`src/hdl/srv6_decap_source_nat_macros.svh`:
```
// ----------------------------------------------------------------------------
// srv6_decap_source_nat_macros.svh
// Assertion macros for the SRv6 decap source NAT top level.
// Each macro expects aclk and aresetn in scope.
// ----------------------------------------------------------------------------
`ifndef SRV6_DECAP_SOURCE_NAT_MACROS_SVH
`define SRV6_DECAP_SOURCE_NAT_MACROS_SVH

// Implication checked on every clock edge outside reset
`define SDN_ASSERT_IMP(lbl, ante, cons, msg) \
    lbl: assert property (@(posedge aclk) disable iff (!aresetn) (ante) |-> (cons)) \
        else $error(msg);

// Condition that must hold on the edge right after a reset edge
`define SDN_ASSERT_AFTER_RESET(lbl, cons, msg) \
    lbl: assert property (@(posedge aclk) !$past(aresetn) |-> (cons)) \
        else $error(msg);

`endif

```
`src/hdl/srv6_dsn_pkg.sv`:
```
// ----------------------------------------------------------------------------
// srv6_dsn_pkg
// Types, constants and hash / checksum helpers for the SRv6 decap source NAT.
// ----------------------------------------------------------------------------
package srv6_dsn_pkg;

    // Header match constants
    localparam logic [15:0] ETHER_IPV6 = 16'h86dd;
    localparam logic [7:0]  NH_ROUTING = 8'd43;
    localparam logic [7:0]  SRH_TYPE   = 8'd4;
    localparam logic [7:0]  SRH_LEN    = 8'd2;

    // jhash initial offset: JHASH_INITVAL 0xdeadbeef plus the 8-byte length
    localparam logic [31:0] JH_IV_ADD = 32'hdeadbef7;

    // Register reset values
    localparam logic [31:0] RST_MATCH_SOURCE     = 32'h0a00fe0a;
    localparam logic [31:0] RST_NEW_SOURCE       = 32'h0100008e;
    localparam logic [47:0] RST_LOCAL_SID_PREFIX = 48'hfc0000110001;
    localparam logic [31:0] RST_HASH_SEED        = 32'hdeadbeaf;

    localparam int CFG_DATA_W  = 48;
    localparam int CFG_INDEX_W = 2;

    // Pipeline shape: per hash call one IV stage, one load stage, 7 mix stages
    localparam int JH_MIX_STEPS = 7;
    localparam int CALL_STAGES  = JH_MIX_STEPS + 2;
    localparam int HASH_CALLS   = 3;
    localparam int HASH_STAGES  = HASH_CALLS * CALL_STAGES;
    localparam int FIN_STAGES   = 5;

    typedef enum logic [CFG_INDEX_W-1:0] {
        CFG_MATCH_SOURCE     = 2'd0,
        CFG_NEW_SOURCE       = 2'd1,
        CFG_LOCAL_SID_PREFIX = 2'd2,
        CFG_HASH_SEED        = 2'd3
    } cfg_idx_t;

    typedef struct packed {
        logic [31:0] match_source;
        logic [31:0] new_source;
        logic [47:0] local_sid_prefix;
        logic [31:0] hash_seed;
    } cfg_t;

    // Header fields of one input item
    typedef struct packed {
        logic [15:0] ether_type;
        logic [7:0]  next_header;
        logic [7:0]  route_type;
        logic [7:0]  route_len;
        logic [47:0] outer_dst_prefix;
        logic [31:0] inner_src;
        logic [31:0] inner_dst;
        logic [7:0]  inner_proto;
        logic [15:0] src_port;
        logic [15:0] dst_port;
        logic [15:0] ip_sum_in;
        logic [15:0] tcp_sum_in;
    } hdr_t;

    typedef struct packed {
        logic [31:0] a;
        logic [31:0] b;
        logic [31:0] c;
    } jh_t;

    // Words fed into the hash chain
    typedef struct packed {
        logic [31:0] isrc;
        logic [31:0] idst;
        logic [7:0]  proto;
        logic [15:0] sport;
        logic [15:0] dport;
    } words_t;

    // Data riding alongside the hash for the checksum update
    typedef struct packed {
        logic        action;
        logic [15:0] ip_sum;
        logic [15:0] tcp_sum;
        logic [16:0] isrc_sum;
        logic [16:0] ns_sum;
    } side_t;

    typedef struct packed {
        jh_t    st;
        words_t w;
        side_t  s;
    } hp_t;

    typedef struct packed {
        logic        action;
        logic [15:0] port_out;
        logic [15:0] ip_sum_out;
        logic [15:0] tcp_sum_out;
    } res_t;

    function automatic logic [31:0] rotl32(logic [31:0] x, int r);
        return (x << r) | (x >> (32 - r));
    endfunction

    function automatic int jh_rot(int k);
        int r;
        case (k)
            0:       r = 14;
            1:       r = 11;
            2:       r = 25;
            3:       r = 16;
            4:       r = 4;
            5:       r = 14;
            default: r = 24;
        endcase
        return r;
    endfunction

    // One jhash final-mix step: x ^= y; x -= rotl(y, r)
    function automatic jh_t jh_mix(jh_t s, int k);
        jh_t r;
        r = s;
        case (k)
            0, 3, 6: r.c = (s.c ^ s.b) - rotl32(s.b, jh_rot(k));
            1, 4:    r.a = (s.a ^ s.c) - rotl32(s.c, jh_rot(k));
            default: r.b = (s.b ^ s.a) - rotl32(s.a, jh_rot(k));
        endcase
        return r;
    endfunction

    // One stage of the chained hash; c holds the running seed between calls
    function automatic hp_t hash_step(hp_t d, int call_idx, int sub);
        hp_t r;
        r = d;
        if (sub == 0) begin
            r.st.c = d.st.c + JH_IV_ADD;
            case (call_idx)
                0: begin
                    r.st.a = d.w.isrc;
                    r.st.b = d.w.idst;
                end
                1: begin
                    r.st.a = {16'd0, d.w.sport};
                    r.st.b = {16'd0, d.w.dport};
                end
                default: begin
                    r.st.a = {24'd0, d.w.proto};
                    r.st.b = 32'd0;
                end
            endcase
        end else if (sub == 1) begin
            r.st.a = d.st.a + d.st.c;
            r.st.b = d.st.b + d.st.c;
        end else begin
            r.st = jh_mix(d.st, sub - 2);
        end
        return r;
    endfunction

    // Invert, then one end-around fold if the upper half is non-zero
    function automatic logic [15:0] fold_once(logic [31:0] c);
        logic [31:0] v;
        logic [16:0] s;
        v = ~c;
        s = {1'b0, v[15:0]} + {1'b0, v[31:16]};
        if (v[31:16] != 16'd0) begin
            return s[15:0];
        end else begin
            return v[15:0];
        end
    endfunction

endpackage

```
`src/hdl/srv6_dsn_classify.sv`:
```
// ----------------------------------------------------------------------------
// srv6_dsn_classify
// Entry stage: header match decision, hash seed load and checksum pre-sums.
// ----------------------------------------------------------------------------
module srv6_dsn_classify (
    input  logic                 aclk,
    input  logic                 aresetn,
    input  srv6_dsn_pkg::cfg_t   cfg,
    input  logic                 in_valid,
    output logic                 in_ready,
    input  srv6_dsn_pkg::hdr_t   in_hdr,
    output logic                 out_valid,
    input  logic                 out_ready,
    output srv6_dsn_pkg::hp_t    out_data
);
    import srv6_dsn_pkg::*;

    logic valid_reg;
    hp_t  data_reg;
    hp_t  data_next;
    logic match;

    // Translate only SRv6 frames for our SID carrying the watched source
    always_comb begin
        match = (in_hdr.ether_type == ETHER_IPV6) &&
                (in_hdr.next_header == NH_ROUTING) &&
                (in_hdr.route_type == SRH_TYPE) &&
                (in_hdr.route_len == SRH_LEN) &&
                (in_hdr.outer_dst_prefix == cfg.local_sid_prefix) &&
                (in_hdr.inner_src == cfg.match_source);
    end

    // Stage payload
    always_comb begin
        data_next.st.a       = 32'd0;
        data_next.st.b       = 32'd0;
        data_next.st.c       = cfg.hash_seed;
        data_next.w.isrc     = in_hdr.inner_src;
        data_next.w.idst     = in_hdr.inner_dst;
        data_next.w.proto    = in_hdr.inner_proto;
        data_next.w.sport    = in_hdr.src_port;
        data_next.w.dport    = in_hdr.dst_port;
        data_next.s.action   = match;
        data_next.s.ip_sum   = in_hdr.ip_sum_in;
        data_next.s.tcp_sum  = in_hdr.tcp_sum_in;
        data_next.s.isrc_sum = {1'b0, in_hdr.inner_src[15:0]} +
                               {1'b0, in_hdr.inner_src[31:16]};
        data_next.s.ns_sum   = {1'b0, cfg.new_source[15:0]} +
                               {1'b0, cfg.new_source[31:16]};
    end

    assign in_ready = ~valid_reg | out_ready;

    always_ff @(posedge aclk) begin
        if (!aresetn) begin
            valid_reg <= 1'b0;
        end else if (in_ready) begin
            valid_reg <= in_valid;
        end
    end

    always_ff @(posedge aclk) begin
        if (in_ready) begin
            data_reg <= data_next;
        end
    end

    assign out_valid = valid_reg;
    assign out_data  = data_reg;

endmodule

```
`config.mk`:
```
export PLATFORM = sky130hd
export DESIGN_NAME = srv6_dsn_classify
export DESIGN_NICKNAME = d
export VERILOG_FILES = /design/src/hdl/srv6_decap_source_nat_macros.svh /design/src/hdl/srv6_dsn_pkg.sv /design/src/hdl/srv6_dsn_classify.sv
export SDC_FILE = /design/constraint.sdc
export NUM_CORES = 1
export LEC_CHECK = 0
export BUFFER_PORTS_ARGS = -buffer_cell sky130_fd_sc_hd__buf_4
export CORE_AREA = 2 2 251 253
export DETAILED_ROUTE_END_ITERATION = 10
export DIE_AREA = 0 0 253 255
export GPL_ROUTABILITY_DRIVEN = 0
export PLACE_DENSITY = 0.38
export SYNTH_ARGS = -nofsm -noshare
export SYNTH_HDL_FRONTEND = slang
export SYNTH_SLANG_ARGS = --single-unit
```
`constraint.sdc`:
```
create_clock -name aclk -period 12.15 [get_ports aclk]
set_input_delay 2.43 -clock aclk [delete_from_list [all_inputs] [get_ports aclk]]
set_output_delay 2.43 -clock aclk [all_outputs]
set_load 0.02 [all_outputs]
```
## Word level (Yosys, flattened, before mapping)

Index checks and enable logic that the tools add are counted.

- Equality and inequality tests: 6
- Bitwise operators: 2
- Reduce and logical (&&, ||, !) cells: 5
- Add/sub/neg operators: 2

Operator list:

| cell | count |
|---|---|
| $eq A48 B48 Y1 | 1 |
| $add A16 B16 Y17 | 2 |
| $eq A32 B32 Y1 | 1 |
| $eq A16 B16 Y1 const B | 1 |
| $eq A8 B2 Y1 const B | 1 |
| $eq A8 B3 Y1 const B | 1 |
| $eq A8 B6 Y1 const B | 1 |
| $logic_and A1 B1 Y1 | 5 |
| $not A1 Y1 | 1 |
| $or A1 B1 Y1 | 1 |

- Bits of input ports: 372
- Logic and storage cells: 27
- Flip-flop bits (word level): 204

## Logic depth before layout (Yosys ltp)

Gate-level depths: netlist of the first run.

- Depth in word-level cells: 6
- Depth in mapped cells: 8
- Depth with buffers taken out: 8

## Worst setup path before layout of the first run

OpenSTA, ideal clock, no wires.

- Kind: input -> output
- Start: input port out_ready
- End: output port in_ready
- Arrival time: 7451 ps
- Cell stages on the path: 1
- Path buffers: 0
- Setup slack: 2269 ps
- Cell sequence: nand2b_1

- Word-level cells in the longest chain between the ends: 1

RTL lines:

| what | RTL line | text |
|---|---|---|
| start, declared | srv6_dsn_classify.sv:13 | `input logic out_ready,` |
| $or A1 B1 Y1 | srv6_dsn_classify.sv:52 | `assign in_ready = ~valid_reg \| out_ready;` |
| end, declared | srv6_dsn_classify.sv:10 | `output logic in_ready,` |

No other way between the ends.

## Final worst setup path of the first run

Same ends and word-level chain as after synthesis.

==> reports/results.txt, run 1 <==
Status: finished clean
Fin cells: 1999
Largest buffer count on any clock path: 3
RSZ-0062 raised after global routing: no
Finished Cell Area: 15000 um2
Commonest non-fill, non-tap cell in the layout: buf_4
Ports: 641
Clock Sinks: 204
Vias per cell: 3.46
Pre-antenna DRT Iters: 4
Cell repeated most along the worst path: buf_4
WL/cell: 17.9 um
Area after DPL: 14100 um2
Die Wd: 253 um
Netlist Area Pre-Place: 8980 um2
Fmax: 0.187 GHz
Seq pwr share: 0.412
Inst Count DP: 1949
Pre-CTS WS: 6390 ps
Antenna fix cells: 0
Area Overhead vs Synth: 66.7%
Clock Pin Slew Worst Setup and Hold Paths: 60 ps
Final worst slack: 6810 ps
Period utilization: 0.440
Min Clock Period, post-route: 5340 ps
Fin Setup TNS: 0 ps
Final HPWL DP: 29500 um
Initial DRC Count: 226
PwrDens: 141 nW/um2
TritonCTS Buffers: 27
Gr ovfl total: 0
Routed wire length: 35800 um
Fill cells: 6649
VDD IR max: 93.1 uV
Fraction of registers with async set/reset: 0
Layout Nets: 1585
Vias in the first global route: 6699
Slew @ Worst Pin: 1040 ps
H-tree depth: 1
Post-route ant nets: 0
Synth Flop Type: edfxtp_1
Postcts setup bufs: 0
CP Class: input port to output port
Largest net degree at the start of global routing: 70
Max-slew headroom: 0.309
P_sw: 0.000586 W
Final Max Tran Viols: 0
Yosys warns: 0
Max Cap Viol: 0
Total number of vias: 6917
Leak: 6.53 nW
Cts repair resizes: 0
First-pass GRT wire length: 47200 um
Synth Area per Inst: 15.7 um2
Crit path DAT: 2910 ps
Synth Register Bits: 204
Post-synth EDFFs: 203
Worst-Skew Late Latency: 560 ps
Die H: 255 um
Critical-path top delay cell: nand2b_4
Initial Utilization: 0.145
Core area: 62200 um2
Root Driver: clkbuf_16
Worst path max stage delay: 190 ps
CP Launch Type: input port
Num rows: 92
Footprint of the multi-input gates: 2600 um2
Share of layout cells above drive strength 1: 0.528
Crit-path max FO: 6
Die area: 64500 um2
Final hold vios: 0
Post-synthesis sequential area ratio: 0.681
WP data required: 9720 ps
Mapped Cells: 572
Hold_buf cts: 0
Switching Share: 0.278
DRC Markers: 0
Worst Hold Class: register to register
Worst Skew: 21.3 ps
Crit-path cells: buf_4 -> nand2b_4 -> buf_4
# port buffers: 576
Register area: 6120 um2
CTS tree: yes
Clock share of power: 0.381
Combinational share of power: 0.207
Initial antenna violation count: 2
Commonest non-fill, non-tap cells in the layout: buf_4 (579), edfxtp_1 (203), conb_1 (64), xor2_1 (62), xnor2_1 (40)
P_int: 0.00152 W
GRT Total Usage: 0.101
Crit end category: output port
Setup violators final: 0
Yosys cell types: 45
-- logic make-up after synthesis --
| group | after synthesis | synth area share |
|---|---|---|
| adders and majority gates | 34 | 0.0490 |
| xor gates and xnor gates | 102 | 0.0994 |
| and+or+nand+nor | 81 | 0.0518 |
| DFF | 204 | 0.681 |
| AOI/OAI and AO/OA | 78 | 0.0618 |
| buffers and inverters | 72 | 0.0568 |
| other | 1 | 0.000417 |
-- worst paths after layout --
path	start	end	slack, ps	depth (start not counted)
worst max-delay path	out_ready	in_ready	6810	3
worst min-delay path	out_valid$_SDFFE_PN0P_	out_data[58]$_DFFE_PP_	620	1
worst max register to register	out_valid$_SDFFE_PN0P_	out_data[27]$_DFFE_PP_	8720	4
worst min register to register	out_valid$_SDFFE_PN0P_	out_data[58]$_DFFE_PP_	620	1
-- Yosys cell counts, drive strengths merged (2+ instances only) --
cell,number,area (um2)
inv,8,30.0
a221oi,2,30.0
nand2,10,37.5
a211o,4,35.0
edfxtp,203,6100
or4b,2,23.8
buf,64,480
fa,2,40.0
or3,2,12.5
and3,4,25.0
nand3,6,30.0
o21bai,3,22.5
a21o,13,97.6
o21a,4,30.0
nor4,18,113
nor3,4,20.0
nor2b,5,31.3
ha,32,400
and2,2,12.5
xor2,62,543
nand4,14,87.6
o21ai,7,35.0
nor4b,2,17.5
nor2,9,33.8
o31a,3,27.5
a21oi,27,143
nand2b,2,12.5
a31oi,4,25.0
xnor2,40,350
a211oi,4,35.0
-- layout make-up --
class                           instances  share of cell area
Sequential cell                       204               0.408
Timing Repair Buffer                  579               0.290
Multi-Input combinational cell        359               0.174
Tap cell                              799              0.0667
Clock buffer                           27              0.0451
Clock inverter                         23              0.0139
Inverter                                8             0.00200
-- state kept, by name, indices dropped and copies added (netlist names) --
name and cells:
out_data 203, out_valid 1
-- power by group through the flow --
stage / registers [W] / clock network, W / logic (W)
global placement: 0.000883 / 0 / 0.000445
CTS: 0.000870 / 0.000839 / 0.000446
finish: 0.000868 / 0.000801 / 0.000436
detailed placement: 0.000884 / 0 / 0.000445
global route: 0.000874 / 0.000862 / 0.000469
floorplan: 0.000970 / 0 / 0.000127
-- stage by stage --
stage / util / hold WS, ps / power [W]
2_1_floorplan: - / 2530 / 0.00110
3_3_place_gp: 0.227 / 615 / 0.00133
6_report: 0.241 / 616 / 0.00211
4_1_cts: 0.241 / 634 / 0.00216
5_1_grt: 0.241 / 651 / 0.00220
3_5_place_dp: 0.227 / 614 / 0.00133
-- worst max-delay path: cells and delay by family --
family	cells	cell delay (ps)
and+or+nand+nor	1	190
buffers and inverters	2	290
-- routing by layer --
metal  global-route usage  routed length (um)  up-vias
met5                    0                   0        -
met4               0.0272                 620        0
met3               0.0287                3170       35
met2                0.181               18300      356
met1                0.117               13700     3264
li1                     -                   -     3262
Power figures use the tool's default switching activity.
==> inputs of run 2 (changes only) <==
--- a/config.mk
+++ b/config.mk
@@ -6,11 +6,11 @@
 export NUM_CORES = 1
 export LEC_CHECK = 0
 export BUFFER_PORTS_ARGS = -buffer_cell sky130_fd_sc_hd__buf_4
-export CORE_AREA = 2 2 251 253
+export CORE_AREA = 2 2 246 248
 export DETAILED_ROUTE_END_ITERATION = 10
-export DIE_AREA = 0 0 253 255
+export DIE_AREA = 0 0 248 250
 export GPL_ROUTABILITY_DRIVEN = 0
-export PLACE_DENSITY = 0.38
+export PLACE_DENSITY = 0.4
 export SYNTH_ARGS = -nofsm -noshare
 export SYNTH_HDL_FRONTEND = slang
 export SYNTH_SLANG_ARGS = --single-unit
==> constraint.sdc (replaced) <==
create_clock -name aclk -period 4.3 [get_ports aclk]
set_input_delay 0.86 -clock aclk [delete_from_list [all_inputs] [get_ports aclk]]
set_output_delay 0.86 -clock aclk [all_outputs]
set_load 0.02 [all_outputs]
==> reports/results.txt, run 2 (synthesis results as in run 1) <==
Min Clock Period, post-route: 2700 ps
Initial Utilization: 0.151
Reg2reg end: out_data[127]$_DFFE_PP_
Crit path DAT: 3000 ps
Ports: 641
Clock Sinks: 204
CTS tree: yes
Period utilization: 0.628
Postcts setup bufs: 0
Worst Skew: 7.38 ps
Initial DRC Count: 310
Root Driver: clkbuf_16
Seq pwr share: 0.414
Share of layout cells above drive strength 1: 0.528
VDD IR max: 225 uV
Fmax: 0.370 GHz
Reg2Reg Setup Slack: 2410 ps
Initial antenna violation count: 1
Gr ovfl total: 0
Routed wire length: 35100 um
Final Max Tran Viols: 0
Leak: 6.53 nW
Die Wd: 248 um
Fin Setup TNS: 0 ps
Pre-antenna DRT Iters: 4
Antenna fix cells: 0
Cts repair resizes: 0
H-tree depth: 1
Vias in the first global route: 6933
Combinational share of power: 0.207
Inst Count DP: 1931
Fin cells: 1977
Crit end category: register
First-pass GRT wire length: 47300 um
DRC Markers: 0
Clock share of power: 0.379
Slew @ Worst Pin: 888 ps
Vias per cell: 3.47
# port buffers: 576
Largest buffer count on any clock path: 3
Largest net degree at the start of global routing: 150
Clock Pin Slew Worst Setup and Hold Paths: 60 ps
Max-slew headroom: 0.408
Core area: 59600 um2
CP Class: input port to register
Status: finished clean
Worst Hold Class: input port to register
Max Cap Viol: 0
Total number of vias: 6857
WL/cell: 17.8 um
GRT Total Usage: 0.105
Register area: 6120 um2
Fill cells: 6356
PwrDens: 396 nW/um2
Crit-path max FO: 4
Area Overhead vs Synth: 66.3%
Layout Nets: 1583
Switching Share: 0.275
CP Launch Type: input port
Worst-Skew Late Latency: 540 ps
Final Power: 0.00592 W
Footprint of the multi-input gates: 2600 um2
Num rows: 90
Final HPWL DP: 28700 um
Worst Setup SP: in_hdr[104]
Die area: 62000 um2
RSZ-0062 raised after global routing: no
Reg2Reg Launch Point: out_valid$_SDFFE_PN0P_
Final hold vios: 0
Commonest non-fill, non-tap cell in the layout: buf_4
TritonCTS Buffers: 26
Max reg flops: 203
Die H: 250 um
P_sw: 0.00163 W
Setup violators final: 0
Reg2Reg Depth: 2
P_int: 0.00429 W
End of the critical path: out_data[33]$_DFFE_PP_
Commonest non-fill, non-tap cells in the layout: buf_4 (577), edfxtp_1 (203), conb_1 (64), xor2_1 (62), xnor2_1 (40)
Hold_buf cts: 0
Post-route ant nets: 0
WP data required: 4600 ps
## run 2: worst min path at each step
stage,end,from,cells past startpoint,slack (ps)
final,out_data[120]$_DFFE_PP_,in_hdr[85],1,490
after global routing,out_data[59]$_DFFE_PP_,in_hdr[25],1,440
after CTS,out_data[39]$_DFFE_PP_,in_hdr[5],1,430
after detailed placement,out_valid$_SDFFE_PN0P_,out_valid$_SDFFE_PN0P_,2,880
after global placement,out_valid$_SDFFE_PN0P_,out_valid$_SDFFE_PN0P_,2,880
after floorplan,out_data[100]$_DFFE_PP_,in_hdr[65],0,960
## run 2: worst max-delay path: stages
cell and delay (ps):
buf_4 120, ha_1 270, fa_1 450, a211o_1 330
a21oi_1 240, a2bb2oi_2 130, a31oi_1 290, o21ai_1 120
a21o_1 180
## run 2: area by class of cell
cell class                 instances  area share
clock inverter                    16      0.0116
multi-input combinational        359       0.174
sequential                       204       0.409
timing repair buffer             578       0.291
clock buffer                      30      0.0460
tap                              782      0.0655
inverter                           8     0.00201
## run 2: power by group through the flow
stage          Sequential [W]  Clock [W]  Combinational (W)
2_1_floorplan         0.00273          0           0.000361
3_3_place_gp          0.00249          0            0.00126
3_5_place_dp          0.00250          0            0.00126
4_1_cts               0.00246    0.00237            0.00126
5_1_grt               0.00247    0.00243            0.00132
6_report              0.00245    0.00224            0.00123
## run 2: stage by stage
stage	instance area, um2	worst slack [ps]	hold WS, ps	utilization
after floorplan	9230	1100	959	-
after global placement	14100	964	881	0.236
after detailed placement	14100	968	883	0.236
after CTS	14900	1570	426	0.251
after global routing	14900	1420	443	0.251
final	14900	1600	489	0.251
## run 2: routing by layer
| metal | part of all wire | routed length (um) | vias to the layer above | GRT usage |
|---|---|---|---|---|
| li1 | - | - | 3257 | - |
| met1 | 0.38 | 13200 | 3212 | 0.121 |
| met2 | 0.51 | 18100 | 346 | 0.191 |
| met3 | 0.093 | 3250 | 42 | 0.0267 |
| met4 | 0.017 | 584 | 0 | 0.0272 |
| met5 | 0 | 0 | - | 0 |
