==> src/hdl/srv6_decap_source_nat_macros.svh <==
// ----------------------------------------------------------------------------
// srv6_decap_source_nat_macros.svh
// Assertion macros for the SRv6 decap source NAT top level.
// Each macro expects aclk and aresetn in scope.
// ----------------------------------------------------------------------------
`ifndef SRV6_DECAP_SOURCE_NAT_MACROS_SVH
`define SRV6_DECAP_SOURCE_NAT_MACROS_SVH

// Implication checked on every clock edge outside reset
`define SDN_ASSERT_IMP(lbl, ante, cons, msg) \
    lbl: assert property (@(posedge aclk) disable iff (!aresetn) (ante) |-> (cons)) \
        else $error(msg);

// Condition that must hold on the edge right after a reset edge
`define SDN_ASSERT_AFTER_RESET(lbl, cons, msg) \
    lbl: assert property (@(posedge aclk) !$past(aresetn) |-> (cons)) \
        else $error(msg);

`endif

==> src/hdl/srv6_dsn_pkg.sv <==
// ----------------------------------------------------------------------------
// srv6_dsn_pkg
// Types, constants and hash / checksum helpers for the SRv6 decap source NAT.
// ----------------------------------------------------------------------------
package srv6_dsn_pkg;

    // Header match constants
    localparam logic [15:0] ETHER_IPV6 = 16'h86dd;
    localparam logic [7:0]  NH_ROUTING = 8'd43;
    localparam logic [7:0]  SRH_TYPE   = 8'd4;
    localparam logic [7:0]  SRH_LEN    = 8'd2;

    // jhash initial offset: JHASH_INITVAL 0xdeadbeef plus the 8-byte length
    localparam logic [31:0] JH_IV_ADD = 32'hdeadbef7;

    // Register reset values
    localparam logic [31:0] RST_MATCH_SOURCE     = 32'h0a00fe0a;
    localparam logic [31:0] RST_NEW_SOURCE       = 32'h0100008e;
    localparam logic [47:0] RST_LOCAL_SID_PREFIX = 48'hfc0000110001;
    localparam logic [31:0] RST_HASH_SEED        = 32'hdeadbeaf;

    localparam int CFG_DATA_W  = 48;
    localparam int CFG_INDEX_W = 2;

    // Pipeline shape: per hash call one IV stage, one load stage, 7 mix stages
    localparam int JH_MIX_STEPS = 7;
    localparam int CALL_STAGES  = JH_MIX_STEPS + 2;
    localparam int HASH_CALLS   = 3;
    localparam int HASH_STAGES  = HASH_CALLS * CALL_STAGES;
    localparam int FIN_STAGES   = 5;

    typedef enum logic [CFG_INDEX_W-1:0] {
        CFG_MATCH_SOURCE     = 2'd0,
        CFG_NEW_SOURCE       = 2'd1,
        CFG_LOCAL_SID_PREFIX = 2'd2,
        CFG_HASH_SEED        = 2'd3
    } cfg_idx_t;

    typedef struct packed {
        logic [31:0] match_source;
        logic [31:0] new_source;
        logic [47:0] local_sid_prefix;
        logic [31:0] hash_seed;
    } cfg_t;

    // Header fields of one input item
    typedef struct packed {
        logic [15:0] ether_type;
        logic [7:0]  next_header;
        logic [7:0]  route_type;
        logic [7:0]  route_len;
        logic [47:0] outer_dst_prefix;
        logic [31:0] inner_src;
        logic [31:0] inner_dst;
        logic [7:0]  inner_proto;
        logic [15:0] src_port;
        logic [15:0] dst_port;
        logic [15:0] ip_sum_in;
        logic [15:0] tcp_sum_in;
    } hdr_t;

    typedef struct packed {
        logic [31:0] a;
        logic [31:0] b;
        logic [31:0] c;
    } jh_t;

    // Words fed into the hash chain
    typedef struct packed {
        logic [31:0] isrc;
        logic [31:0] idst;
        logic [7:0]  proto;
        logic [15:0] sport;
        logic [15:0] dport;
    } words_t;

    // Data riding alongside the hash for the checksum update
    typedef struct packed {
        logic        action;
        logic [15:0] ip_sum;
        logic [15:0] tcp_sum;
        logic [16:0] isrc_sum;
        logic [16:0] ns_sum;
    } side_t;

    typedef struct packed {
        jh_t    st;
        words_t w;
        side_t  s;
    } hp_t;

    typedef struct packed {
        logic        action;
        logic [15:0] port_out;
        logic [15:0] ip_sum_out;
        logic [15:0] tcp_sum_out;
    } res_t;

    function automatic logic [31:0] rotl32(logic [31:0] x, int r);
        return (x << r) | (x >> (32 - r));
    endfunction

    function automatic int jh_rot(int k);
        int r;
        case (k)
            0:       r = 14;
            1:       r = 11;
            2:       r = 25;
            3:       r = 16;
            4:       r = 4;
            5:       r = 14;
            default: r = 24;
        endcase
        return r;
    endfunction

    // One jhash final-mix step: x ^= y; x -= rotl(y, r)
    function automatic jh_t jh_mix(jh_t s, int k);
        jh_t r;
        r = s;
        case (k)
            0, 3, 6: r.c = (s.c ^ s.b) - rotl32(s.b, jh_rot(k));
            1, 4:    r.a = (s.a ^ s.c) - rotl32(s.c, jh_rot(k));
            default: r.b = (s.b ^ s.a) - rotl32(s.a, jh_rot(k));
        endcase
        return r;
    endfunction

    // One stage of the chained hash; c holds the running seed between calls
    function automatic hp_t hash_step(hp_t d, int call_idx, int sub);
        hp_t r;
        r = d;
        if (sub == 0) begin
            r.st.c = d.st.c + JH_IV_ADD;
            case (call_idx)
                0: begin
                    r.st.a = d.w.isrc;
                    r.st.b = d.w.idst;
                end
                1: begin
                    r.st.a = {16'd0, d.w.sport};
                    r.st.b = {16'd0, d.w.dport};
                end
                default: begin
                    r.st.a = {24'd0, d.w.proto};
                    r.st.b = 32'd0;
                end
            endcase
        end else if (sub == 1) begin
            r.st.a = d.st.a + d.st.c;
            r.st.b = d.st.b + d.st.c;
        end else begin
            r.st = jh_mix(d.st, sub - 2);
        end
        return r;
    endfunction

    // Invert, then one end-around fold if the upper half is non-zero
    function automatic logic [15:0] fold_once(logic [31:0] c);
        logic [31:0] v;
        logic [16:0] s;
        v = ~c;
        s = {1'b0, v[15:0]} + {1'b0, v[31:16]};
        if (v[31:16] != 16'd0) begin
            return s[15:0];
        end else begin
            return v[15:0];
        end
    endfunction

endpackage

==> src/hdl/srv6_dsn_finish.sv <==
// ----------------------------------------------------------------------------
// srv6_dsn_finish
// Port reduction modulo 0xffff and incremental IP / TCP checksum update.
// ----------------------------------------------------------------------------
module srv6_dsn_finish (
    input  logic                 aclk,
    input  logic                 aresetn,
    input  logic                 in_valid,
    output logic                 in_ready,
    input  srv6_dsn_pkg::hp_t    in_data,
    output logic                 out_valid,
    input  logic                 out_ready,
    output srv6_dsn_pkg::res_t   out_res
);
    import srv6_dsn_pkg::*;

    typedef struct packed {
        logic        action;
        logic [16:0] acc;      // hash half-sum, then the port
        logic [31:0] ip_c;
        logic [31:0] tcp_c;
        logic [16:0] ns_sum;
        logic [15:0] sport;
        logic [15:0] ip_out;
        logic [15:0] tcp_out;
    } fin_t;

    // First stage: fold hash halves, subtract old source from both sums
    function automatic fin_t fin_load(hp_t d);
        fin_t r;
        r         = '0;
        r.action  = d.s.action;
        r.acc     = {1'b0, d.st.c[31:16]} + {1'b0, d.st.c[15:0]};
        r.ip_c    = {16'hffff, ~d.s.ip_sum} - {15'd0, d.s.isrc_sum};
        r.tcp_c   = {16'hffff, ~d.s.tcp_sum} - {15'd0, d.s.isrc_sum};
        r.ns_sum  = d.s.ns_sum;
        r.sport   = d.w.sport;
        return r;
    endfunction

    function automatic fin_t fin_step(fin_t d, int k);
        fin_t        r;
        logic [16:0] t;
        r = d;
        t = {1'b0, d.acc[15:0]} + {16'd0, d.acc[16]};
        case (k)
            1: begin
                // acc <= 0x1fffe, so one more fold fits 16 bits; 0xffff maps to 0
                r.acc   = (t[15:0] == 16'hffff) ? 17'd0 : {1'b0, t[15:0]};
                r.ip_c  = d.ip_c + {15'd0, d.ns_sum};
                r.tcp_c = d.tcp_c - {16'd0, d.sport};
            end
            2: begin
                r.ip_out = fold_once(d.ip_c);
                r.tcp_c  = d.tcp_c + {15'd0, d.ns_sum};
            end
            3: begin
                r.tcp_c = d.tcp_c + {15'd0, d.acc};
            end
            default: begin
                r.tcp_out = fold_once(d.tcp_c);
            end
        endcase
        return r;
    endfunction

    logic valid_reg [FIN_STAGES];
    fin_t data_reg  [FIN_STAGES];
    wire  [FIN_STAGES:0] rdy;
    fin_t fin_last;

    assign rdy[FIN_STAGES] = out_ready;

    for (genvar i = 0; i < FIN_STAGES; i++) begin : g_stage
        logic valid_in;
        fin_t data_next;

        if (i == 0) begin : g_head
            assign valid_in  = in_valid;
            assign data_next = fin_load(in_data);
        end else begin : g_body
            assign valid_in  = valid_reg[i-1];
            assign data_next = fin_step(data_reg[i-1], i);
        end

        assign rdy[i] = ~valid_reg[i] | rdy[i+1];

        always_ff @(posedge aclk) begin
            if (!aresetn) begin
                valid_reg[i] <= 1'b0;
            end else if (rdy[i]) begin
                valid_reg[i] <= valid_in;
            end
        end

        always_ff @(posedge aclk) begin
            if (rdy[i]) begin
                data_reg[i] <= data_next;
            end
        end
    end

    // Passed frames report zero in all numeric fields
    assign fin_last = data_reg[FIN_STAGES-1];
    always_comb begin
        out_res.action      = fin_last.action;
        out_res.port_out    = fin_last.action ? fin_last.acc[15:0] : 16'd0;
        out_res.ip_sum_out  = fin_last.action ? fin_last.ip_out : 16'd0;
        out_res.tcp_sum_out = fin_last.action ? fin_last.tcp_out : 16'd0;
    end

    assign in_ready  = rdy[0];
    assign out_valid = valid_reg[FIN_STAGES-1];

endmodule
==> config.mk <==
export PLATFORM = sky130hd
export DESIGN_NAME = srv6_dsn_finish
export DESIGN_NICKNAME = d
export VERILOG_FILES = /design/src/hdl/srv6_decap_source_nat_macros.svh /design/src/hdl/srv6_dsn_pkg.sv /design/src/hdl/srv6_dsn_finish.sv
export SDC_FILE = /design/constraint.sdc
export NUM_CORES = 1
export LEC_CHECK = 0
export BUFFER_PORTS_ARGS = -buffer_cell sky130_fd_sc_hd__buf_4
export CAP_MARGIN = 25
export CORE_UTILIZATION = 40
export DETAILED_ROUTE_END_ITERATION = 10
export GPL_ROUTABILITY_DRIVEN = 0
export MAX_ROUTING_LAYER = met4
export SETUP_SLACK_MARGIN = 0.02
export SYNTH_ARGS = -nofsm -noshare
export SYNTH_HDL_FRONTEND = slang
export SYNTH_SLANG_ARGS = --single-unit
==> constraint.sdc <==
create_clock -name aclk -period 4.95 [get_ports aclk]
set_clock_uncertainty 0.05 [all_clocks]
set_input_delay 0.7425 -clock aclk [delete_from_list [all_inputs] [get_ports aclk]]
set_output_delay 0.7425 -clock aclk [all_outputs]
set_load 0.005 [all_outputs]
# Word-level counts from Yosys, hierarchy flattened
# Memory sizes are Yosys's and may differ from the RTL's.
# Index checks and enable logic that the tools add are counted.
[op_classes] n_mux=32 n_addsub=10 bitwise=19 reduce_logical=2 n_eq_ne=1
[op_table] cell="32-bit by 17-bit adder with 32-bit output" n=3
[op_table] cell="16-bit 2-to-1 mux" n=6
[op_table] cell="32-bit inverter" n=2
[op_table] cell="17-bit by 18-bit subtractor with 19-bit output" n=2
[op_table] cell="16-bit adder" n=2
[op_table] cell="16-bit inverter" n=2
[op_table] cell="16-bit nonzero test" n=2
[op_table] cell="32-bit by 16-bit subtractor with 32-bit output" n=1
[op_table] cell="1-bit 2-to-1 mux" n=26
[op_table] cell="16-bit by 16-bit adder with 17-bit output" n=1
[op_table] cell="16-bit by 1-bit adder with 16-bit output" n=1
[op_table] cell="16-bit equality test, second input constant" n=1
[op_table] cell="1-bit bitwise OR" n=10
[op_table] cell="1-bit inverter" n=5
[word_totals] reg_bits=0 output_inout_bits=51 memories=2 ram_bits=740 in_bits=271
[mem_list] memory="data_reg" words=5 word_bits=147 read_ports=5 rd_clocked_by_memory_dff=0 write_ports=5 line_no="srv6_dsn_finish.sv:68" text="fin_t data_reg [FIN_STAGES];"
[mem_list] memory="valid_reg" words=5 word_bits=1 read_ports=5 rd_clocked_by_memory_dff=0 write_ports=5 line_no="srv6_dsn_finish.sv:67" text="logic valid_reg [FIN_STAGES];"

# Logic depth before layout (Yosys ltp)
# Gate-level depths: netlist of the first run.
# An unclocked memory read counts as a cell.
[depth] depth_word=11 depth_mapped=11 ltp_nobuf=11

# Worst setup path after synthesis of the first run
# Ideal clock, no wire load.
[synth_timing] path_type="input port to flip-flop" startpoint="input port out_ready" endpoint="memory valid_reg[0], data pin" t_arrival_ns=3.614 path_slack_ns=1.017 path_buffers=0 stages=5 cell_sequence="nor2b_1 and2_0 and3_1 nand2_1 and3_1"
[synth_rtl] element="start: declaration" line_no="srv6_dsn_finish.sv:12" text="input logic out_ready,"
[synth_rtl] element="end: declaration" line_no="srv6_dsn_finish.sv:67"

==> impl_metrics.env, run 1 <==
export IMPL_grt_pass1_wl_um=62730
export IMPL_cp_max_fo=41
export IMPL_largest_reg_flops=351
export IMPL_ys_async_sr_fraction_pct=0
export IMPL_drive_above_1_share_pct=13.73
export IMPL_fin_area_um2=22670
export IMPL_vias_per_cell=5.050
export IMPL_rsz0062_at_grt="no"
export IMPL_drc=0
export IMPL_post_route_min_period_ps=3181
export IMPL_clockBufferDepth=3
export IMPL_ios=322
export IMPL_syn_area_um2=19410
export IMPL_synth_edf_count=355
export IMPL_crit_path_start_kind="flip-flop"
export IMPL_arrival_ps=2390
export IMPL_worstPathCellList="nor2b_1 > and2_0 > and3_1 > nand2_4 > buf_4"
export IMPL_cts_resized=0
export IMPL_fillers=4308
export IMPL_setup_viol=0
export IMPL_yosysSeqAreaShare_pct=55.03
export IMPL_min_period_over_period_pct=64.27
export IMPL_yosys_most_used_dff="edfxtp_1"
export IMPL_layout_setup_ws_ps=1769
export IMPL_ctsHoldBuffers=0
export IMPL_regArea_um2=10680
export IMPL_wl_per_cell_um=15.80
export IMPL_ys_ff_latch=356
export IMPL_power_leakage_nw=9.708
export IMPL_die_area_um2=49410
export IMPL_cap_violations=0
export IMPL_num_vias=12520
export IMPL_grt_usage_pct=16.46
export IMPL_syn_instance_count=1645
export IMPL_max_freq_mhz=314.3
export IMPL_cts_num_sinks=356
export IMPL_drt_iter0_drc=739
export IMPL_die_width_um=222.3
export IMPL_synth_fp_nets=2071
export IMPL_peakVddDrop_uv=208.7
export IMPL_post_cts_setup_buffer_count=0
export IMPL_core_um2=47850
export IMPL_root_buffer="clkbuf_16"
export IMPL_port_buffers=169
export IMPL_timing_hold_violations_final=0
export IMPL_cp_end_kind="output pin"
export IMPL_finalPower_mw=12.35
export IMPL_clk_transition_reported_paths_ps=60
export IMPL_grt_max_degree=85
export IMPL_numCtsBuffers=40
export IMPL_synth_area_leaders="edfxtp_1, ha_1, xnor2_1, inv_1, xor2_1"
export IMPL_yosysTopAreaCellShare_pct=54.93
export IMPL_multiInputGateArea_um2=8039
export IMPL_die_h_um=222.3
export IMPL_yosysWarnings=0
export IMPL_h_tree_depth=2
export IMPL_avgSynthCellArea_um2=11.80
export IMPL_status="finished, final reports clean"
export IMPL_rows=80
export IMPL_postRouteAntennaNets=0
export IMPL_drv_slew=0
export IMPL_required_ps=4160
export IMPL_nets=2263
export IMPL_totalWireLength_um=39160
export IMPL_crit_type="reg2out"
export IMPL_finalSetupTns_ps=0
export IMPL_grt_pass1_vias=12250
export IMPL_start_util_pct=40.56
export IMPL_place_area_um2=21410
export IMPL_power_density_nw_per_um2=544.8
export IMPL_insertion_delay_ps=540
export IMPL_worst_pin_slew_ps=916.2
export IMPL_whs_ps=324.7
export IMPL_n_antenna_cell=0
export IMPL_dp_slack_ps=1684
export IMPL_relSlewSlack_pct=38.83
export IMPL_hold_path_class="in2reg"
export IMPL_yosys_area_top_type="edfxtp_1"
export IMPL_antenna_found_initial=0
export IMPL_max_stage_delay_ps=360
export IMPL_first_pass_iters=5
export IMPL_synth_cell_types=72
export IMPL_grt_ovfl_total=0
export IMPL_syn2layout_area_growth_pct=16.80
export IMPL_crit_family="simple AND/OR/NAND/NOR gates"
export IMPL_slowest_stage="and2_0"
export IMPL_dp_hpwl_um=30320
export IMPL_path_buf_inv=1
export IMPL_cts_tree="yes"
[stage by stage]
step	util (%)	instances
floorplan	-	1645
global placement	44.75	2409
detailed placement	44.75	2409
CTS	47.34	2478
global route	47.38	2479
finish	47.38	2479
[path summary, 6_finish.rpt]
kind                            cells after the start          endpoint  slack (ps)              from
worst max-delay path                                5          in_ready        1770      valid_reg[4]
worst max register to register                     10  data_reg[0][230]        1780   data_reg[0][65]
worst min-delay path                                1   data_reg[0][57]         320        in_data[9]
worst min register to register                      0  data_reg[0][470]         370  data_reg[0][323]
[cells in the mapped netlist, drive strengths merged (6+ instances only)]
cell,count
a211o,7
a211oi,15
a21o,53
a21oi,101
a31oi,9
a41oi,12
and2,55
and3,19
and4,8
clkbuf,21
edfxtp,355
fa,9
ha,146
inv,158
nand2,82
nand2b,21
nand3,23
nand4,23
nor2,101
nor2b,19
nor3,20
nor3b,10
o211ai,6
o21a,27
o21ai,84
o21bai,13
o22ai,7
or3,15
xnor2,85
xor2,59
[report_power, final]
part	switching (mW)	internal, mW
Sequential	0.478	4.68
Combinational	2.38	2.02
Clock	1.13	1.66
Total	3.98	8.37
[final cells by class]
cell class              count  share of cell area, %
multi-input cells        1105                  35.46
clock buffers              46                  4.609
repair buffers            176                  5.939
well taps                 615                  3.394
inverters                 158                  2.622
flip-flops and latches    356                  47.11
clock inverters            23                 0.8610
[routing by layer]
metal	up-vias	track usage (%)	share of wire, %
met4	0	6.519	3.0
met5	-	-	0
li1	6428	-	-
met3	73	2.552	4.0
met1	5736	21.50	47
met2	282	25.70	46
[cell families (layout without fill, tap and decap cells)]
group                    count (synthesis)  in the layout  synth area share, %
flip-flops                             356            356                55.03
multiplexers                             5              5               0.2579
XOR/XNOR                               144            144                6.498
AO/OA/AOI/OAI                          385            385                13.15
buffers and inverters                  184            403                3.604
adder cells (fa/ha/maj)                155            155                10.34
AND/OR/NAND/NOR                        416            416                11.12
[cells in the final DEF (no fill, tap or decap), drive strengths merged, types with 5 or more instances in the layout]
cell type and count:
a211o 7, a211oi 15, a21boi 5, a21o 53
a21oi 101, a31oi 9, a41oi 12, and2 55
and3 19, and4 8, buf 176, clkbuf 46
clkinv 16, clkinvlp 5, edfxtp 355, fa 9
ha 146, inv 157, mux2i 5, nand2 82
nand2b 21, nand3 23, nand4 23, nor2 101
nor2b 19, nor3 20, nor3b 10, nor4 5
o211a 5, o211ai 6, o21a 27, o21ai 84
o21bai 13, o22ai 7, o31a 5, or2 5
or3 15, xnor2 85, xor2 59
(Power assumes the default switching activity.)
==> inputs of run 2 (changes only) <==
==> constraint.sdc (replaced) <==
create_clock -name aclk -period 2.59 [get_ports aclk]
set_clock_uncertainty 0.05 [all_clocks]
set_input_delay 0.3885 -clock aclk [delete_from_list [all_inputs] [get_ports aclk]]
set_output_delay 0.3885 -clock aclk [all_outputs]
set_load 0.005 [all_outputs]
==> run 2 against run 1 <==
Effect of this change:
- the flow now finishes with violations (setup timing)
- sequential power increased by 92%
- count of clock-buffer cells in the layout is 1 lower
- core utilization is 3.5 points higher
==> impl_metrics.env, run 2 (synthesis gave the netlist of run 1 again) <==
export IMPL_status="finished with violations"
export IMPL_violations="setup timing"
export IMPL_totalWireLength_um=39740
export IMPL_nets=2408
export IMPL_die_h_um=222.3
export IMPL_drv_slew=0
export IMPL_arrival_ps=2930
export IMPL_die_area_um2=49410
export IMPL_slowest_stage="edfxtp_1"
export IMPL_syn2layout_area_growth_pct=25.43
export IMPL_crit_type="reg2reg"
export IMPL_crit_path_start_kind="flip-flop"
export IMPL_worstHoldEndpoint="valid_reg[4]"
export IMPL_hold_depth=2
export IMPL_drt_iter0_drc=460
export IMPL_grt_usage_pct=16.40
export IMPL_cts_tree="yes"
export IMPL_cp_end_kind="flip-flop"
export IMPL_rsz0062_at_grt="yes"
export IMPL_start_util_pct=40.56
export IMPL_dp_hpwl_um=30550
export IMPL_clk_transition_reported_paths_ps=60
export IMPL_rr_startpoint="data_reg[0][423]"
export IMPL_r2r_cells=10
export IMPL_grt_max_degree=87
export IMPL_hp_start="aresetn"
export IMPL_drive_above_1_share_pct=22.59
export IMPL_numCtsBuffers=36
export IMPL_postRouteAntennaNets=0
export IMPL_peakVddDrop_uv=441.4
export IMPL_relSlewSlack_pct=64.13
export IMPL_layout_commonest_cell="edfxtp_1"
export IMPL_max_freq_mhz=367.7
export IMPL_insertion_delay_ps=530
export IMPL_vias_per_cell=5.038
export IMPL_timing_hold_violations_final=0
export IMPL_drc=0
export IMPL_whs_ps=84.61
export IMPL_wl_per_cell_um=15.13
export IMPL_required_ps=2800
export IMPL_crit_family="compound AO/OA/AOI/OAI gates"
export IMPL_power_density_nw_per_um2=1039
export IMPL_antenna_found_initial=2
export IMPL_path_buf_inv=1
export IMPL_core_um2=47850
export IMPL_final_cell_mix="edfxtp_1, buf_4, inv_1"
export IMPL_power_leakage_nw=10.51
export IMPL_setup_viol=12
export IMPL_first_pass_iters=5
export IMPL_h_tree_depth=2
export IMPL_worstPathCellList="ha_2 > fa_2 > a21o_1 > a221oi_2 > o21ai_2 > and3_4 > a221oi_4 > buf_12 > nor4b_4 > xor2_1"
export IMPL_grt_pass1_vias=13150
export IMPL_port_buffers=169
export IMPL_largest_reg_flops=351
export IMPL_grt_ovfl_total=0
export IMPL_fillers=4166
export IMPL_worst_pin_slew_ps=533.5
export IMPL_min_period_over_period_pct=105.0
export IMPL_cap_violations=0
export IMPL_num_vias=13230
export IMPL_cp_max_fo=8
export IMPL_die_width_um=222.3
export IMPL_timing_rr_end="data_reg[0][532]"
export IMPL_max_stage_delay_ps=390
export IMPL_layout_setup_ws_ps=-129.6
export IMPL_post_route_min_period_ps=2720
export IMPL_dp_slack_ps=-307.8
export IMPL_ios=322
export IMPL_clockBufferDepth=3
export IMPL_root_buffer="clkbuf_16"
export IMPL_hold_path_class="in2reg"
export IMPL_rrSetupSlack_ps=-130
export IMPL_grt_pass1_wl_um=63870
export IMPL_rows=80
export IMPL_cts_num_sinks=356
-- run 2: changes by cell type in the layout (fill, tap and decap cells not counted), sizes merged --
cell,delta
buf,+115
dlygate4sd3,+34
clkinvlp,-3
bufinv,+2
diode,+2
clkbuf,-1
clkinv,-1
-- run 2: routing by layer --
layer / GRT usage (%) / part of all wire [%] / wire (um) / vias up
met5: - / 0 / 0 / -
met3: 1.957 / 3.7 / 1479 / 78
met1: 19.94 / 44 / 17660 / 6160
met2: 28.34 / 49 / 19420 / 285
met4: 5.220 / 3.0 / 1178 / 0
li1: - / - / - / 6711
-- run 2: where the power goes --
group          switching, mW  internal (mW)
clock                   2.09           3.19
sequential             0.968           8.94
combinational           5.10           5.02
total                   8.15           17.2
-- run 2: what timing repair did --
item,in CTS,in global routing
setup endpoints to repair,60,92
buffers inserted,9,13
hold buffers,34,0
endpoints found under the hold margin,34,0
pin swaps,22,51
resized for setup,38,71
-- run 2: how the worst max path moves through the flow --
| stage | from | end | slack [ps] | depth (start not counted) |
|---|---|---|---|---|
| 2_1_floorplan | data_reg[0][423] | data_reg[0][528] | -70 | 9 |
| 5_1_grt | data_reg[0][423] | data_reg[0][532] | -230 | 10 |
| 3_3_place_gp | in_data[17] | data_reg[0][113] | -260 | 10 |
| 3_5_place_dp | in_data[17] | data_reg[0][113] | -310 | 10 |
| 4_1_cts | data_reg[0][423] | data_reg[0][532] | -130 | 10 |
| 6_report | data_reg[0][423] | data_reg[0][532] | -130 | 10 |
-- run 2: stage by stage --
stage	TNS, ps	cells	power [mW]	cell area [um^2]	utilization [%]
after CTS	-1156	2612	25.03	23970	50.11
after global routing	-4013	2627	27.04	24340	50.88
after detailed placement	-5975	2503	19.24	22220	46.45
after floorplan	-448.5	1645	16.05	19470	-
after global placement	-4205	2503	18.98	22220	46.45
final	-1241	2627	25.30	24340	50.88
-- run 2: area by class of cell --
class / instances / area (um^2) / area share, %
Antenna cell: 2 / 5.005 / 0.02056
Multi-Input combinational cell: 1105 / 8474 / 34.81
Timing Repair Buffer: 325 / 2603 / 10.69
Clock inverter: 21 / 239.0 / 0.9817
Clock buffer: 45 / 977.2 / 4.014
Sequential cell: 356 / 10680 / 43.87
Tap cell: 615 / 769.5 / 3.161
Inverter: 158 / 596.8 / 2.452
